--- src/sv/fse_pkg.sv ---
// Shared types and codes for the start/end delimited frame extractor.
package fse_pkg;

    // Widths of the fixed payload fields and of the configuration index and max length
    localparam int BYTE_W = 8;
    localparam int LEN_W  = 16;
    localparam int TIME_W = 32;
    localparam int CFG_IDX_W  = 2;
    localparam int MAX_LEN_W  = 7;

    // Configuration register indexes
    localparam logic [CFG_IDX_W-1:0] CFG_RX_ENABLE  = 2'd0;
    localparam logic [CFG_IDX_W-1:0] CFG_START_BYTE = 2'd1;
    localparam logic [CFG_IDX_W-1:0] CFG_END_BYTE   = 2'd2;
    localparam logic [CFG_IDX_W-1:0] CFG_MAX_LENGTH = 2'd3;

    // Input command codes
    localparam logic CMD_BYTE  = 1'b0;
    localparam logic CMD_CLEAR = 1'b1;

    localparam logic [LEN_W-1:0] COUNT_MAX = 16'hFFFF;

    // Per-frame fields repeated on every output beat
    typedef struct packed {
        logic [LEN_W-1:0]  frame_length;
        logic [TIME_W-1:0] start_time;
        logic              truncated;
    } frame_meta_t;

    // One output beat
    typedef struct packed {
        logic [BYTE_W-1:0] frame_byte;
        logic              last;
        frame_meta_t       meta;
    } out_beat_t;

endpackage

--- src/sv/fse_front.sv ---
// Front end: configuration registers, byte classification and frame bookkeeping.
module fse_front #(
    parameter int FRAME_DEPTH = 64,
    parameter int IW = 6,
    parameter int KW = 7
) (
    input  logic                          clk,
    input  logic                          rst_n,
    input  logic                          cfg_we,
    input  logic [fse_pkg::CFG_IDX_W-1:0] cfg_index,
    input  logic [fse_pkg::BYTE_W-1:0]    cfg_data,
    input  logic                          s_tvalid,
    output logic                          s_tready,
    input  logic                          s_command,
    input  logic [fse_pkg::BYTE_W-1:0]    s_data_byte,
    input  logic [fse_pkg::TIME_W-1:0]    s_time_stamp,
    input  logic                          q_full,
    output logic                          push,
    output fse_pkg::frame_meta_t          push_meta,
    output logic [KW-1:0]                 push_kept,
    output logic                          push_bank,
    output logic                          wr_en,
    output logic [IW:0]                   wr_addr,
    output logic [fse_pkg::BYTE_W-1:0]    wr_data
);
    import fse_pkg::*;

    localparam int LW = (KW > MAX_LEN_W) ? KW : MAX_LEN_W;

    logic                 rx_enable_reg;
    logic [BYTE_W-1:0]    start_byte_reg;
    logic [BYTE_W-1:0]    end_byte_reg;
    logic [MAX_LEN_W-1:0] max_length_reg;

    logic              in_frame_reg, in_frame_next;
    logic [LEN_W-1:0]  count_reg, count_next;
    logic [KW-1:0]     kept_reg, kept_next;
    logic [TIME_W-1:0] time_reg, time_next;
    logic              bank_reg, bank_next;

    logic              accept;
    logic              is_start;
    logic              is_end;
    logic [LW-1:0]     ml_ext;
    logic [KW-1:0]     limit;
    logic [LEN_W-1:0]  c_count;
    logic [KW-1:0]     c_kept;
    logic [TIME_W-1:0] c_time;

    // Stall while both store banks hold frames awaiting readout
    assign s_tready = !q_full;
    assign accept   = s_tvalid && s_tready;
    assign is_start = (s_data_byte == start_byte_reg);
    assign is_end   = (s_data_byte == end_byte_reg);

    // Clamp the keep limit to 1 .. FRAME_DEPTH
    always_comb
    begin
        ml_ext = LW'(max_length_reg);
        if (ml_ext == '0)
        begin
            limit = KW'(1);
        end
        else if (ml_ext > LW'(FRAME_DEPTH))
        begin
            limit = KW'(FRAME_DEPTH);
        end
        else
        begin
            limit = KW'(ml_ext);
        end
    end

    // Classify the beat and work out the next frame state
    always_comb
    begin
        in_frame_next = in_frame_reg;
        count_next    = count_reg;
        kept_next     = kept_reg;
        time_next     = time_reg;
        bank_next     = bank_reg;
        c_count       = count_reg;
        c_kept        = kept_reg;
        c_time        = time_reg;
        wr_en         = 1'b0;
        wr_addr       = {bank_reg, {IW{1'b0}}};
        wr_data       = s_data_byte;
        push          = 1'b0;
        if (accept)
        begin
            if (s_command == CMD_CLEAR)
            begin
                in_frame_next = 1'b0;
                count_next    = '0;
                kept_next     = '0;
            end
            else if (rx_enable_reg)
            begin
                if (!in_frame_reg)
                begin
                    if (is_start)
                    begin
                        in_frame_next = 1'b1;
                        count_next    = LEN_W'(1);
                        kept_next     = KW'(1);
                        time_next     = s_time_stamp;
                        wr_en         = 1'b1;
                    end
                end
                else
                begin
                    if (is_start)
                    begin
                        c_count = LEN_W'(1);
                        c_kept  = KW'(1);
                        c_time  = s_time_stamp;
                        wr_en   = 1'b1;
                    end
                    else
                    begin
                        if (count_reg != COUNT_MAX)
                        begin
                            c_count = count_reg + LEN_W'(1);
                        end
                        if (kept_reg < limit)
                        begin
                            wr_en   = 1'b1;
                            wr_addr = {bank_reg, kept_reg[IW-1:0]};
                            c_kept  = kept_reg + KW'(1);
                        end
                    end
                    if (is_end)
                    begin
                        // Hand the finished frame to the back end and swap banks
                        push          = 1'b1;
                        in_frame_next = 1'b0;
                        count_next    = '0;
                        kept_next     = '0;
                        time_next     = c_time;
                        bank_next     = !bank_reg;
                    end
                    else
                    begin
                        count_next = c_count;
                        kept_next  = c_kept;
                        time_next  = c_time;
                    end
                end
            end
        end
    end

    assign push_meta.frame_length = c_count;
    assign push_meta.start_time   = c_time;
    assign push_meta.truncated    = (c_count != LEN_W'(c_kept));
    assign push_kept              = c_kept;
    assign push_bank              = bank_reg;

    // Hold configuration and frame state
    always_ff @(posedge clk or negedge rst_n)
    begin
        if (!rst_n)
        begin
            rx_enable_reg  <= 1'b0;
            start_byte_reg <= '0;
            end_byte_reg   <= '0;
            max_length_reg <= MAX_LEN_W'(64);
            in_frame_reg   <= 1'b0;
            count_reg      <= '0;
            kept_reg       <= '0;
            time_reg       <= '0;
            bank_reg       <= 1'b0;
        end
        else
        begin
            if (cfg_we)
            begin
                case (cfg_index)
                    CFG_RX_ENABLE:  rx_enable_reg  <= cfg_data[0];
                    CFG_START_BYTE: start_byte_reg <= cfg_data;
                    CFG_END_BYTE:   end_byte_reg   <= cfg_data;
                    CFG_MAX_LENGTH: max_length_reg <= cfg_data[MAX_LEN_W-1:0];
                    default:        rx_enable_reg  <= rx_enable_reg;
                endcase
            end
            in_frame_reg <= in_frame_next;
            count_reg    <= count_next;
            kept_reg     <= kept_next;
            time_reg     <= time_next;
            bank_reg     <= bank_next;
        end
    end

endmodule

--- src/sv/fse_desc_queue.sv ---
// Two-entry queue of completed frame descriptors between front and back.
module fse_desc_queue #(
    parameter int W = 8
) (
    input  logic         clk,
    input  logic         rst_n,
    input  logic         push,
    input  logic [W-1:0] push_data,
    input  logic         pop,
    output logic         full,
    output logic         head_valid,
    output logic [W-1:0] head
);
    logic [W-1:0] q_reg [2];
    logic         wr_ptr_reg;
    logic         rd_ptr_reg;
    logic [1:0]   cnt_reg;

    assign full       = (cnt_reg == 2'd2);
    assign head_valid = (cnt_reg != 2'd0);
    assign head       = q_reg[rd_ptr_reg];

    // Store descriptors
    always_ff @(posedge clk)
    begin
        if (push)
        begin
            q_reg[wr_ptr_reg] <= push_data;
        end
    end

    // Advance pointers and occupancy
    always_ff @(posedge clk or negedge rst_n)
    begin
        if (!rst_n)
        begin
            wr_ptr_reg <= 1'b0;
            rd_ptr_reg <= 1'b0;
            cnt_reg    <= 2'd0;
        end
        else
        begin
            if (push)
            begin
                wr_ptr_reg <= !wr_ptr_reg;
            end
            if (pop)
            begin
                rd_ptr_reg <= !rd_ptr_reg;
            end
            cnt_reg <= cnt_reg + {1'b0, push} - {1'b0, pop};
        end
    end

endmodule

--- src/sv/fse_back.sv ---
// Back end: double-banked frame store, readout sequencer and output skid buffer.
module fse_back #(
    parameter int FRAME_DEPTH = 64,
    parameter int IW = 6,
    parameter int KW = 7
) (
    input  logic                       clk,
    input  logic                       rst_n,
    input  logic                       wr_en,
    input  logic [IW:0]                wr_addr,
    input  logic [fse_pkg::BYTE_W-1:0] wr_data,
    input  logic                       head_valid,
    input  fse_pkg::frame_meta_t       head_meta,
    input  logic [KW-1:0]              head_kept,
    input  logic                       head_bank,
    output logic                       pop,
    output logic                       ob_valid,
    input  logic                       ob_ready,
    output fse_pkg::out_beat_t         ob_beat
);
    import fse_pkg::*;

    localparam int AW = IW + 1;

    logic [BYTE_W-1:0] mem [2**AW];
    logic [BYTE_W-1:0] rd_data_reg;
    frame_meta_t       pend_meta_reg;
    logic              pend_last_reg;
    logic              inflight_reg;
    logic [IW-1:0]     rd_idx_reg;

    out_beat_t         ob_reg [2];
    logic              ob_wr_ptr_reg;
    logic              ob_rd_ptr_reg;
    logic [1:0]        ob_cnt_reg;

    logic rd_en;
    logic rd_last;
    logic ob_pop;
    logic room;

    assign ob_pop  = ob_valid && ob_ready;
    // Issue a read only when its byte is sure of a place in the skid buffer
    assign room    = ({1'b0, ob_cnt_reg} + {2'b0, inflight_reg}) < (3'd2 + {2'b0, ob_pop});
    assign rd_en   = head_valid && room;
    assign rd_last = ((KW'(rd_idx_reg) + KW'(1)) == head_kept);
    assign pop     = rd_en && rd_last;

    // Frame store: front writes one bank while the other is read out
    always_ff @(posedge clk)
    begin
        if (wr_en)
        begin
            mem[wr_addr] <= wr_data;
        end
        if (rd_en)
        begin
            rd_data_reg <= mem[{head_bank, rd_idx_reg}];
        end
    end

    // Carry the frame fields alongside the read
    always_ff @(posedge clk)
    begin
        if (rd_en)
        begin
            pend_meta_reg <= head_meta;
            pend_last_reg <= rd_last;
        end
        if (inflight_reg)
        begin
            ob_reg[ob_wr_ptr_reg] <= '{frame_byte: rd_data_reg,
                                       last:       pend_last_reg,
                                       meta:       pend_meta_reg};
        end
    end

    // Advance the readout index and the skid buffer
    always_ff @(posedge clk or negedge rst_n)
    begin
        if (!rst_n)
        begin
            rd_idx_reg    <= '0;
            inflight_reg  <= 1'b0;
            ob_wr_ptr_reg <= 1'b0;
            ob_rd_ptr_reg <= 1'b0;
            ob_cnt_reg    <= 2'd0;
        end
        else
        begin
            inflight_reg <= rd_en;
            if (rd_en)
            begin
                rd_idx_reg <= rd_last ? '0 : rd_idx_reg + IW'(1);
            end
            if (inflight_reg)
            begin
                ob_wr_ptr_reg <= !ob_wr_ptr_reg;
            end
            if (ob_pop)
            begin
                ob_rd_ptr_reg <= !ob_rd_ptr_reg;
            end
            ob_cnt_reg <= ob_cnt_reg + {1'b0, inflight_reg} - {1'b0, ob_pop};
        end
    end

    assign ob_valid = (ob_cnt_reg != 2'd0);
    assign ob_beat  = ob_reg[ob_rd_ptr_reg];

endmodule

--- src/sv/start_end_delimited_frame_extractor.sv ---
// Top level of the start/end delimited frame extractor.
//
//  channel | direction | handshake          | payload
//  --------+-----------+--------------------+--------------------------------------
//  cfg     | in        | cfg_we             | cfg_index, cfg_data
//  s       | in        | s_tvalid/s_tready  | s_tdata (byte, time), s_tuser (command)
//  m       | out       | m_tvalid/m_tready  | m_tdata, m_tuser (truncated), m_tlast
//
// The front takes one input beat per cycle while fewer than two completed
// frames wait in the store; with two waiting, s_tready stays low until the
// older frame's last byte has been read from its bank.
// The back sends one byte per cycle while m_tready is high. Once the end byte
// is taken, the frame's descriptor is registered in the queue; each byte then
// passes the store read register and the skid register. Reset clears all
// control state at once; the store needs no clearing pass. m_tready low
// stalls the back at once and reaches the front only once two frames wait.
module start_end_delimited_frame_extractor #(
    parameter int FRAME_DEPTH = 64
) (
    input  logic                          clk,
    input  logic                          rst_n,
    input  logic                          cfg_we,
    input  logic [fse_pkg::CFG_IDX_W-1:0] cfg_index,
    input  logic [fse_pkg::BYTE_W-1:0]    cfg_data,
    input  logic                          s_tvalid,
    output logic                          s_tready,
    input  logic [39:0]                   s_tdata,  // data_byte[7:0], time_stamp[39:8]
    input  logic                          s_tuser,  // command[0]
    output logic                          m_tvalid,
    input  logic                          m_tready,
    output logic [55:0]                   m_tdata,  // frame_byte[7:0], frame_length[23:8],
                                                    // start_time[55:24]
    output logic                          m_tuser,  // truncated[0]
    output logic                          m_tlast
);
    import fse_pkg::*;

    localparam int IW = $clog2(FRAME_DEPTH);
    localparam int KW = $clog2(FRAME_DEPTH + 1);
    localparam int DW = $bits(frame_meta_t) + KW + 1;

    logic              q_full;
    logic              push;
    frame_meta_t       push_meta;
    logic [KW-1:0]     push_kept;
    logic              push_bank;
    logic              wr_en;
    logic [IW:0]       wr_addr;
    logic [BYTE_W-1:0] wr_data;
    logic              pop;
    logic              head_valid;
    logic [DW-1:0]     head;
    frame_meta_t       head_meta;
    logic [KW-1:0]     head_kept;
    logic              head_bank;
    out_beat_t         ob_beat;

    fse_front #(
        .FRAME_DEPTH (FRAME_DEPTH),
        .IW          (IW),
        .KW          (KW)
    ) u_front (
        .clk          (clk),
        .rst_n        (rst_n),
        .cfg_we       (cfg_we),
        .cfg_index    (cfg_index),
        .cfg_data     (cfg_data),
        .s_tvalid     (s_tvalid),
        .s_tready     (s_tready),
        .s_command    (s_tuser),
        .s_data_byte  (s_tdata[7:0]),
        .s_time_stamp (s_tdata[39:8]),
        .q_full       (q_full),
        .push         (push),
        .push_meta    (push_meta),
        .push_kept    (push_kept),
        .push_bank    (push_bank),
        .wr_en        (wr_en),
        .wr_addr      (wr_addr),
        .wr_data      (wr_data)
    );

    fse_desc_queue #(
        .W (DW)
    ) u_queue (
        .clk        (clk),
        .rst_n      (rst_n),
        .push       (push),
        .push_data  ({push_meta, push_kept, push_bank}),
        .pop        (pop),
        .full       (q_full),
        .head_valid (head_valid),
        .head       (head)
    );

    // Unpack the head descriptor
    assign {head_meta, head_kept, head_bank} = head;

    fse_back #(
        .FRAME_DEPTH (FRAME_DEPTH),
        .IW          (IW),
        .KW          (KW)
    ) u_back (
        .clk        (clk),
        .rst_n      (rst_n),
        .wr_en      (wr_en),
        .wr_addr    (wr_addr),
        .wr_data    (wr_data),
        .head_valid (head_valid),
        .head_meta  (head_meta),
        .head_kept  (head_kept),
        .head_bank  (head_bank),
        .pop        (pop),
        .ob_valid   (m_tvalid),
        .ob_ready   (m_tready),
        .ob_beat    (ob_beat)
    );

    // Pack the output beat
    assign m_tdata = {ob_beat.meta.start_time, ob_beat.meta.frame_length, ob_beat.frame_byte};
    assign m_tuser = ob_beat.meta.truncated;
    assign m_tlast = ob_beat.last;

endmodule

--- config.mk ---
export PLATFORM = sky130hd
export DESIGN_NAME = start_end_delimited_frame_extractor
export DESIGN_NICKNAME = d
export VERILOG_FILES = /design/src/sv/fse_pkg.sv /design/src/sv/fse_front.sv /design/src/sv/fse_desc_queue.sv /design/src/sv/fse_back.sv /design/src/sv/start_end_delimited_frame_extractor.sv
export SDC_FILE = /design/constraint.sdc
export NUM_CORES = 2
export LEC_CHECK = 0
export BUFFER_PORTS_ARGS = -buffer_cell sky130_fd_sc_hd__buf_2
export CORE_MARGIN = 10
export CORE_UTILIZATION = 55
export DETAILED_ROUTE_END_ITERATION = 8
export PLACE_DENSITY = 0.81
export SYNTH_ARGS = -nofsm -noshare
export SYNTH_HDL_FRONTEND = slang
export SYNTH_HIERARCHICAL = 1
export SYNTH_SLANG_ARGS = --single-unit
--- constraint.sdc ---
create_clock -name clk -period 12.6 [get_ports clk]
set_input_delay 1.26 -clock clk [delete_from_list [all_inputs] [get_ports clk]]
set_output_delay 1.26 -clock clk [all_outputs]
set_load 0.01 [all_outputs]
==> results by group <==
Clock tree
  – Clock root cell: clkbuf_16
  – CTS sink count: around 1400
  – CTS tree: yes
  – Clk slew on worst S/H paths: 0.06 ns
  – CTS buffer count: 133
  – CTS-repair resized insts: 0
  – Post-CTS Hold Buffers: 0
  – H-tree levels: 4
  – Post-CTS Setup Repair Bufs: 0
  – Clock latency at the later pin of the worst-skew pair: about 0.75 ns
  – Maximum clock path buffer count: 3

Timing
  – Relative slew slack: 0.102
  – Final worst-path cycle share: 0.477
  – Setup Viol. Count Final: 0
  – Max-slew violations: 0
  – Fin crit period: 6.02 ns
  – RSZ-0062 raised after global routing: false
  – Final WS setup: approximately 6.6 ns
  – Hold WS: 0.441 ns
  – Fin Setup TNS: 0 ns
  – Final Hold Violating Endpoints: 0
  – Max Freq: 166 MHz
  – Final Skew: 0.0236 ns
  – Worst-Margin Slew: 1.34 ns

Die
  – Die extent in y: 338 µm
  – Full die area: 0.114 mm²
  – Die span in x: 338 µm
  – Starting Density: 0.556
  – # IOs: 116
  – Site Rows: 116
  – Core area: approximately 0.1 mm²

Power and ir drop
  – Combinational power share: 0.242
  – Max IR drop VDD: ~190 µV
  – Leak: 19.9 nW
  – Clock share of power: 0.315
  – Pwr/cell area: 208 mW/mm²
  – Switch share: 0.279
  – Final Power: 12.9 mW
  – P_sw: 3.61 mW
  – Seq pwr share: 0.443
  – Pint: 9.31 mW

Logic synthesis
  – Post-synth top area cell: edfxtp_1
  – Synth top area cells: edfxtp_1 (71%), mux4_2 (14%), dfrtp_1 (4.3%)
  – Main flop type after synthesis: edfxtp_1
  – Synth async-reset ratio: 0.0682
  – Cells after Synth: roughly 2700
  – Post-synth cell types: 72
  – Warnings from Yosys: 6
  – #FFs+latches synth: between 1000 and 1500
  – Syn_nets: 2743
  – Share of the synthesized area in the top cell type: 0.707
  – Mapped Area: 0.0557 mm²
  – EDFF count, synth: around 1300
  – Syn_area_per_cell: 20.9 µm²
  – Seq/Total Area, Yosys: 0.750

Global route
  – Largest net degree at the start of global routing: 89
  – Vias in the first global route: about 28000
  – Initial antenna violation count: 6
  – Tot GR Track Use: 0.226
  – Gr ovfl total: 0
  – First-pass GRT wire length: 195000 µm

Drt
  – DRT Wirelength: ~130000 µm
  – Vias: 28200
  – Vias per cell: 6.58
  – First drt pass iteration count: 6
  – Routed length per instance: 30.6 µm
  – Remaining DRCs: 0
  – Antenna Nets Post-Route: 0
  – First-iteration detailed-routing DRC count: ~4100

Final layout
  – Area of the multi-input gates: about 0.013 mm²
  – Register area: roughly 0.042 mm²
  – Area growth from synthesis to layout: 11.6%
  – Net count, final: 2881
  – Fillers: 6329
  – Layout cell share with drive strength beyond 1: 0.319
  – Max FFs per register: ~1000
  – Util after Layout: 0.620

Place
  – Port bufs: 115
  – Pre-CTS setup slack: 6.33 ns
  – HPWL after detailed placement: 75300 µm
  – RePlAce Congestion: between 0.8 and 0.9

Critical path
  – CP arrival: 6.38 ns
  – Worst Setup Start Kind: input port
  – Worst EP required: 12.96 ns
  – Setup CP Type: in -> reg
  – Worst-path fanout max: 73
  – Worst setup EP type: register

Job
  – Maxcap violations: 0

Min path
  – Worst min path class: reg -> reg

Outcome
  – Status: finished clean
synth_stat cells, types with 16 or more instances:
cell,instances
ha_1,16
nand3_1,26
dfrtp_1,95
nor3_1,17
clkbuf_1,79
buf_1,23
xor2_1,24
a21oi_1,35
mux2_4,20
nor2_1,163
edfxtp_1,1312
mux2_2,191
xnor2_1,16
buf_2,31
mux4_2,336
o21ai_0,40
nand2_1,63
power groups by stage:
stage	Clock [mW]	Combinational [mW]	Sequential (mW)
final	4.07	3.13	5.72
after global routing	4.29	3.28	5.75
after CTS	4.12	3.13	5.72
after detailed placement	0	3.07	5.82
after global placement	0	3.00	5.79
after floorplan	0	2.21	5.70
area by class of cell:
class,instances,share of cell area
flip-flops and latches,1408,0.673
multi-input cells,1101,0.213
clock buffers,165,0.0569
well taps,1357,0.0273
clock inverters,79,0.0147
repair buffers,151,0.0145
inverters,14,0.000845
diodes,2,0.0000805
kinds of logic after synthesis:
| kind of cell | count (synthesis) | share of synthesized area |
|---|---|---|
| simple gates | 356 | 0.0306 |
| fa+ha+maj | 16 | 0.00359 |
| flops | 1408 | 0.750 |
| buf+inv | 162 | 0.0130 |
| mux | 547 | 0.180 |
| xor+xnor | 41 | 0.00671 |
| compound gates | 141 | 0.0163 |
path summary, 6_finish.rpt:
path                                      startpoint              endpoint  slack [ns]  cells past startpoint
hold reg to reg             u_back/pend_meta_reg[28]  u_back/ob_reg[1][28]        0.44                      0
hold / removal              u_back/pend_meta_reg[28]  u_back/ob_reg[1][28]        0.44                      0
setup / recovery                          s_tdata[7]     u_back/mem[41][5]        6.58                      9
max in group asynchronous                      rst_n  u_back/rd_idx_reg[0]       10.76                      2
setup reg to reg           u_front/start_byte_reg[4]     u_back/mem[41][5]        7.13                      8
min in group asynchronous                      rst_n  u_front/time_reg[13]        0.51                      1
layer usage:
metal  wire, µm  up-vias  track usage  part of all wire
met5         46        -            0           0.00035
met4       4310        8       0.0698             0.033
met3      14700      332       0.0512              0.11
met2      63900     2070        0.363              0.49
met1      48000    14500        0.309              0.37
li1           -    11300            -                 -
per-stage QoR:
stage / cell area, µm² / instances
after floorplan: 55700 / 2671
after global placement: 57700 / 4031
after detailed placement: 57700 / 4031
after CTS: 62200 / 4275
after global routing: 62200 / 4275
final: 62200 / 4277
critical path: stages:
cell and delay [ns]:
buf_6 0.49, xor2_1 0.16, nor4_2 0.64, and2_1 0.60, a21oi_1 0.08, nor2b_1 0.80
nor2b_1 0.42, nand2_1 0.85, nor2_1 1.03
cell usage in the layout (no fill, tap or decap), types with 10 or more instances in the layout:
| master | instances |
|---|---|
| clkbuf_1 | 24 |
| mux4_2 | 336 |
| and3_1 | 10 |
| inv_1 | 13 |
| nor2_1 | 162 |
| xnor2_1 | 16 |
| ha_1 | 16 |
| clkinv_2 | 14 |
| clkbuf_16 | 134 |
| nor3_1 | 16 |
| nand3_1 | 26 |
| dfrtp_1 | 89 |
| o31ai_1 | 15 |
| mux2_4 | 20 |
| buf_4 | 37 |
| a21oi_1 | 35 |
| buf_2 | 106 |
| nor2b_1 | 13 |
| mux2_2 | 191 |
| bufinv_16 | 14 |
| o21ai_0 | 40 |
| xor2_1 | 24 |
| clkinv_1 | 22 |
| edfxtp_1 | 1312 |
| nand4_1 | 11 |
| nand2_1 | 63 |
No activity file was read; power rests on OpenSTA's default activity.
